**src/rtl/sapq_pkg.sv**
```systemverilog
// Shared types and codes for the sorted priority queue.
// Holds the request and result payloads and the controller/datapath interface.
// No dependencies.
package sapq_pkg;

    localparam logic KIND_INSERT = 1'b0;
    localparam logic KIND_REMOVE = 1'b1;

    localparam logic [1:0] STATUS_DONE  = 2'd0;
    localparam logic [1:0] STATUS_FULL  = 2'd1;
    localparam logic [1:0] STATUS_EMPTY = 2'd2;

    typedef struct packed {
        logic        kind;
        logic [15:0] tag;
        logic [3:0]  prio;
    } in_t;

    typedef struct packed {
        logic [1:0]  status;
        logic [15:0] out_tag;
        logic [3:0]  out_prio;
        logic [4:0]  occupancy;
    } out_t;

    // Commands from the controller to the datapath.
    typedef struct packed {
        logic       load;
        logic       ins;
        logic       rem;
        logic       res_we;
        logic [1:0] status;
    } cmd_t;

    // Status from the datapath to the controller.
    typedef struct packed {
        logic kind;
        logic full;
        logic empty;
    } sts_t;

endpackage

```
**src/rtl/sapq_datapath.sv**
```systemverilog
// Datapath of the sorted priority queue: request register, entry cell chain,
// held count and result register. Depends on sapq_pkg.
module sapq_datapath #(
    parameter int DEPTH = 16
) (
    input  logic            aclk,
    input  logic            aresetn,
    input  sapq_pkg::in_t   req,
    input  sapq_pkg::cmd_t  cmd,
    output sapq_pkg::sts_t  sts,
    output sapq_pkg::out_t  result
);
    import sapq_pkg::*;

    localparam int CW = $clog2(DEPTH + 1);

    in_t          req_reg;
    logic [15:0]  tag_reg  [DEPTH];
    logic [3:0]   prio_reg [DEPTH];
    logic [CW-1:0] count_reg;
    logic [CW-1:0] count_next;
    out_t         result_reg;
    logic [DEPTH-1:0] ge;

    always_ff @(posedge aclk) begin
        if (cmd.load) begin
            req_reg <= req;
        end
    end

    // A cell stays put when it holds an entry of equal or higher priority.
    // Those cells form a prefix because the chain is sorted.
    for (genvar i = 0; i < DEPTH; i++) begin : g_cell
        assign ge[i] = (CW'(i) < count_reg) && (prio_reg[i] >= req_reg.prio);

        always_ff @(posedge aclk) begin
            if (cmd.ins && !ge[i]) begin
                if (i == 0) begin
                    tag_reg[i]  <= req_reg.tag;
                    prio_reg[i] <= req_reg.prio;
                end else if (ge[(i == 0) ? 0 : i - 1]) begin
                    tag_reg[i]  <= req_reg.tag;
                    prio_reg[i] <= req_reg.prio;
                end else begin
                    tag_reg[i]  <= tag_reg[(i == 0) ? 0 : i - 1];
                    prio_reg[i] <= prio_reg[(i == 0) ? 0 : i - 1];
                end
            end else if (cmd.rem && (i < DEPTH - 1)) begin
                tag_reg[i]  <= tag_reg[(i < DEPTH - 1) ? i + 1 : i];
                prio_reg[i] <= prio_reg[(i < DEPTH - 1) ? i + 1 : i];
            end
        end
    end

    always_comb begin
        count_next = count_reg;
        if (cmd.ins) begin
            count_next = count_reg + CW'(1);
        end else if (cmd.rem) begin
            count_next = count_reg - CW'(1);
        end
    end

    always_ff @(posedge aclk) begin
        if (!aresetn) begin
            count_reg <= '0;
        end else begin
            count_reg <= count_next;
        end
    end

    always_ff @(posedge aclk) begin
        if (cmd.res_we) begin
            result_reg.status    <= cmd.status;
            result_reg.out_tag   <= cmd.rem ? tag_reg[0] : 16'd0;
            result_reg.out_prio  <= cmd.rem ? prio_reg[0] : 4'd0;
            result_reg.occupancy <= 5'(count_next);
        end
    end

    assign sts.kind  = req_reg.kind;
    assign sts.full  = (count_reg == CW'(DEPTH));
    assign sts.empty = (count_reg == '0);
    assign result    = result_reg;

endmodule

```
**src/rtl/sapq_ctrl.sv**
```systemverilog
// Controller of the sorted priority queue: request handshake, update step
// and result valid. Depends on sapq_pkg.
module sapq_ctrl (
    input  logic            aclk,
    input  logic            aresetn,
    input  logic            s_valid,
    output logic            s_ready,
    output logic            m_valid,
    input  logic            m_ready,
    input  sapq_pkg::sts_t  sts,
    output sapq_pkg::cmd_t  cmd
);
    import sapq_pkg::*;

    typedef enum logic [1:0] {
        ST_IDLE = 2'b01,
        ST_EXEC = 2'b10
    } state_t;

    state_t state_reg, state_next;
    logic   m_valid_reg, m_valid_next;

    // A new request is taken only when the result register is free or is
    // being emptied in the same cycle.
    assign s_ready = (state_reg == ST_IDLE) && (!m_valid_reg || m_ready);
    assign m_valid = m_valid_reg;

    always_comb begin
        cmd          = '0;
        cmd.load     = s_valid && s_ready;
        state_next   = state_reg;
        m_valid_next = m_valid_reg && !m_ready;
        unique case (state_reg)
            ST_IDLE: begin
                if (s_valid && s_ready) begin
                    state_next = ST_EXEC;
                end
            end
            ST_EXEC: begin
                cmd.res_we   = 1'b1;
                m_valid_next = 1'b1;
                state_next   = ST_IDLE;
                if (sts.kind == KIND_INSERT) begin
                    if (sts.full) begin
                        cmd.status = STATUS_FULL;
                    end else begin
                        cmd.ins    = 1'b1;
                        cmd.status = STATUS_DONE;
                    end
                end else begin
                    if (sts.empty) begin
                        cmd.status = STATUS_EMPTY;
                    end else begin
                        cmd.rem    = 1'b1;
                        cmd.status = STATUS_DONE;
                    end
                end
            end
            default: begin
                state_next = ST_IDLE;
            end
        endcase
    end

    always_ff @(posedge aclk) begin
        if (!aresetn) begin
            state_reg   <= ST_IDLE;
            m_valid_reg <= 1'b0;
        end else begin
            state_reg   <= state_next;
            m_valid_reg <= m_valid_next;
        end
    end

endmodule

```
**src/rtl/sorted_priority_queue.sv**
```systemverilog
// Top level of the sorted priority queue: controller plus entry datapath.
// Depends on sapq_pkg, sapq_ctrl and sapq_datapath.
//
// A bounded queue of up to DEPTH entries kept sorted by priority, highest at
// the head; equal priorities leave in arrival order. Each request (insert or
// remove head) gives exactly one result with a status, the removed entry and
// the occupancy after the request. A request goes through the idle state, in
// which it is accepted, and the update state, in which every entry cell
// compares its priority with the new one at once and the chain shifts. The
// result then waits in an output register, and the next request is accepted
// in the cycle that result is taken. No clearing pass is needed after reset.
module sorted_priority_queue #(
    parameter int DEPTH = 16
) (
    input  logic           aclk,
    input  logic           aresetn,
    input  logic           s_valid,
    output logic           s_ready,
    input  sapq_pkg::in_t  s_data,
    output logic           m_valid,
    input  logic           m_ready,
    output sapq_pkg::out_t m_data
);
    import sapq_pkg::*;

    cmd_t cmd;
    sts_t sts;

    sapq_ctrl u_ctrl (
        .aclk    (aclk),
        .aresetn (aresetn),
        .s_valid (s_valid),
        .s_ready (s_ready),
        .m_valid (m_valid),
        .m_ready (m_ready),
        .sts     (sts),
        .cmd     (cmd)
    );

    sapq_datapath #(
        .DEPTH (DEPTH)
    ) u_datapath (
        .aclk    (aclk),
        .aresetn (aresetn),
        .req     (s_data),
        .cmd     (cmd),
        .sts     (sts),
        .result  (m_data)
    );

endmodule
```
**config.mk**
```make
export PLATFORM = sky130hd
export DESIGN_NAME = sorted_priority_queue
export DESIGN_NICKNAME = d
export VERILOG_FILES = /design/src/rtl/sapq_pkg.sv /design/src/rtl/sapq_datapath.sv /design/src/rtl/sapq_ctrl.sv /design/src/rtl/sorted_priority_queue.sv
export SDC_FILE = /design/constraint.sdc
export NUM_CORES = 1
export LEC_CHECK = 0
export BUFFER_PORTS_ARGS = -buffer_cell sky130_fd_sc_hd__buf_2
export CAP_MARGIN = 25
export CORE_ASPECT_RATIO = 0.75
export CORE_UTILIZATION = 55
export CTS_CLUSTER_DIAMETER = 60
export CTS_CLUSTER_SIZE = 14
export DETAILED_ROUTE_END_ITERATION = 7
export HOLD_SLACK_MARGIN = 0.08
export PLACE_DENSITY = 0.72
export SYNTH_ARGS = -nofsm -noshare
export SYNTH_HDL_FRONTEND = slang
export SYNTH_HIERARCHICAL = 1
export SYNTH_SLANG_ARGS = --single-unit
```
**constraint.sdc**
```tcl
create_clock -name aclk -period 6 [get_ports aclk]
set_clock_uncertainty 0.15 [all_clocks]
set_input_delay 1.5 -clock aclk [delete_from_list [all_inputs] [get_ports aclk]]
set_output_delay 1.5 -clock aclk [all_outputs]
set_load 0.03 [all_outputs]
```
==> impl_metrics.yaml <==
status:
  run_status: "finished, violations left"
  violations: "DRC"
global_routing:
  grt_antenna_before_repair: 0
  grt_pass1_vias: 13830
  grt_max_degree: 57
  overflow: 0
  grt.total_usage_pct: 25.3
  grt_first_pass_wirelength_mm: 73.8
clock_network:
  clock_sinks: 376
  cts_root_buf: "clkbuf_16"
  path_clk_slew_ns: 0.07
  clkLatencyLatePin_ns: 0.52
  cts_buffer_depth: 3
  cts_resized: 0
  numCtsBuffers: 34
  cts_tree: "yes"
  post_cts_buffers: 0
  postCtsHoldBufs: 0
  htree_levels: 2
synth:
  synth_most_common_cell: "edfxtp_1"
  ys_ff_latch: 376
  synth-edff-count: 368
  synth_cell_types: 71
  syn_inst: 1679
  synth.top_cell.area_share_pct: 56.0
  synthTopCellsByArea: "edfxtp_1 56%, mux2i_1 9.4%, a21oi_1 7.4%"
  synth_top_area_cell: "edfxtp_1"
  ys_seq_area_share_pct: 56.8
  ys_async_sr_fraction_pct: 0
  netlist_area_um2: 19700
  syn-mean-instance-area_um2: 11.8
  ys_warn_count: 6
  synth_commonest_cells: "368 x edfxtp_1, 291 x a21oi_1, 211 x nor2_1"
  synthesis.nets: 1772
  yosys_most_used_dff: "edfxtp_1"
drt:
  drt_iter0_drc: 1037
  num_vias: 13593
  highest_layer: "met4"
  wl_met3_mm: 2.34
  wl_per_cell_um: 21.5
  wl_met2_mm: 21.7
  firstDrtPassIters: 7
  drt_wl_total_mm: 46.3
  via_per_inst: 6.31
  drc: 4
  drtAntennaViolNets: 0
  wl_met1_mm: 21.5
critical_path:
  end_kind: "flip-flop"
  required_ns: 6.11
  crit_arrival_ns: 4.45
  worstSetupPathType: "reg2reg"
  worstRegToRegCells: 10
  cp-start-kind: "flip-flop"
  worstPathMaxFanout: 39
floorplan:
  coreArea_um2: 35000
  boundaryPins: 54
  num_rows: 59
  die_w_um: 221
  die-area_um2: 36600
  die_height_um: 166
  floorplan.initialDensity_pct: 56.4
timing:
  rsz0062_at_grt: "no"
  finalCriticalPeriod_ns: 4.34
  setup_viol: 0
  slew_violations: 0
  tns_ns: 0
  fmax_ghz: 0.230
  hold_violations: 0
  maxSlewHeadroom_pct: 30.2
  worst_pin_slew_ns: 1.04
  fin_crit_sh_pct: 72.4
final_layout:
  fillerInstances: 2822
  seqCellArea_um2: 11200
  fin_cells: 2153
  antenna_cells: 0
  layout.nets: 1780
  largest_register_ffs: 256
  syn_to_final_growth_pct: 8.50
  multi_input_area_um2: 7750
  drive_gt1_share_pct: 13.1
place:
  dp.cells: 2097
  io_buffers: 53
  place_congestion: 0.856
  hpwl_mm: 32.7
power:
  leakagePower_uw: 0.00737
  peakVddDrop_mv: 0.201
  p_per_area_nw_per_um2: 252
worst_hold_path:
  whs_path_depth: 1
  hold_path.class: "reg2reg"
flow_run:
  cap_violations: 0
## worst max-delay path, cell delays in order, from the launching register on
cell      delay, ns
dfxtp_1        0.61
inv_1          0.17
ha_1           0.23
and3_1         0.18
nor3b_2        0.75
inv_2          0.22
a211oi_1       0.24
a32oi_1        0.16
nor2b_4        0.83
mux2i_1        0.41
o21ai_0        0.12
## logic make-up (layout without fill, tap and decap cells)
group                    after synthesis  in the layout  share of synthesized area [%]
AO/OA/AOI/OAI                        460            460                           14.3
flip-flops                           376            376                           56.8
AND/OR/NAND/NOR                      373            373                           8.67
multiplexers                         225            225                           11.7
buffers and inverters                173            190                           4.10
adder cells (fa/ha/maj)               68             68                           4.31
XOR/XNOR                               4              4                          0.178
## routing by layer
layer  GRT usage (%)  up-vias
li1                -     6284
met1            37.0     6893
met2            40.0      365
met3            3.52       51
met4            5.57        0
met5               0        -
## area by class of cell
| type | count | area share [%] |
|---|---|---|
| flip-flops and latches | 376 | 52.4 |
| multi-input cells | 1130 | 36.2 |
| clock buffers | 36 | 4.11 |
| repair buffers | 102 | 3.55 |
| well taps | 457 | 2.67 |
| inverters | 43 | 0.754 |
| clock inverters | 9 | 0.362 |
## report_power, final
group	total [uW]	leakage, uW	switching, uW	internal [uW]
combinational	377	0.00353	212	166
sequential	2980	0.00337	42.2	2940
clock	2040	0.000471	944	1090
## metrics by stage
stage | total power [uW] | util (%) | hold slack, ns | setup slack (ns) | instance area [um2]
4_1_cts | 5440 | 60.6 | 0.360 | 1.73 | 21200
2_1_floorplan | 3300 | - | 0.302 | 1.70 | 19700
5_1_grt | 5580 | 61.2 | 0.382 | 1.32 | 21400
6_report | 5400 | 61.2 | 0.361 | 1.66 | 21400
3_3_place_gp | 3390 | 57.8 | 0.319 | 1.91 | 20200
3_5_place_dp | 3410 | 57.9 | 0.350 | 1.74 | 20300
## path summary, 6_finish.rpt
path | to | slack [ns] | start
min reg2reg | u_ctrl/state_reg[1] | 0.36 | u_ctrl/state_reg[1]
max | u_datapath/prio_reg[0][4] | 1.66 | u_datapath/count_reg[1]
max reg2reg | u_datapath/prio_reg[0][4] | 1.66 | u_datapath/count_reg[1]
min | u_ctrl/state_reg[1] | 0.36 | u_ctrl/state_reg[1]
## placed cells by master, fill, tap and decap left out, types with 5 or more instances in the layout
master | synthesis | final
o21a_1 | 21 | 21
o221ai_1 | 7 | 7
and2_1 | 29 | 29
a21oi_1 | 291 | 290
a221o_1 | 25 | 25
o21ai_1 | 12 | 11
clkbuf_16 | 0 | 35
o211ai_1 | 6 | 6
nand3b_1 | 6 | 6
buf_4 | 21 | 37
inv_1 | 41 | 41
o22ai_1 | 22 | 22
dfxtp_1 | 8 | 8
nand2_1 | 48 | 48
nand3_1 | 10 | 10
o21ai_0 | 16 | 16
a21o_1 | 6 | 6
edfxtp_1 | 368 | 368
nor3_1 | 26 | 26
a211oi_1 | 5 | 5
ha_1 | 68 | 68
o22a_1 | 20 | 20
mux2_2 | 39 | 39
buf_8 | 0 | 9
nand2b_1 | 15 | 15
mux2i_1 | 186 | 186
nor2_1 | 211 | 211
buf_2 | 29 | 53
Note: power is estimated with default switching activity, not from simulation.
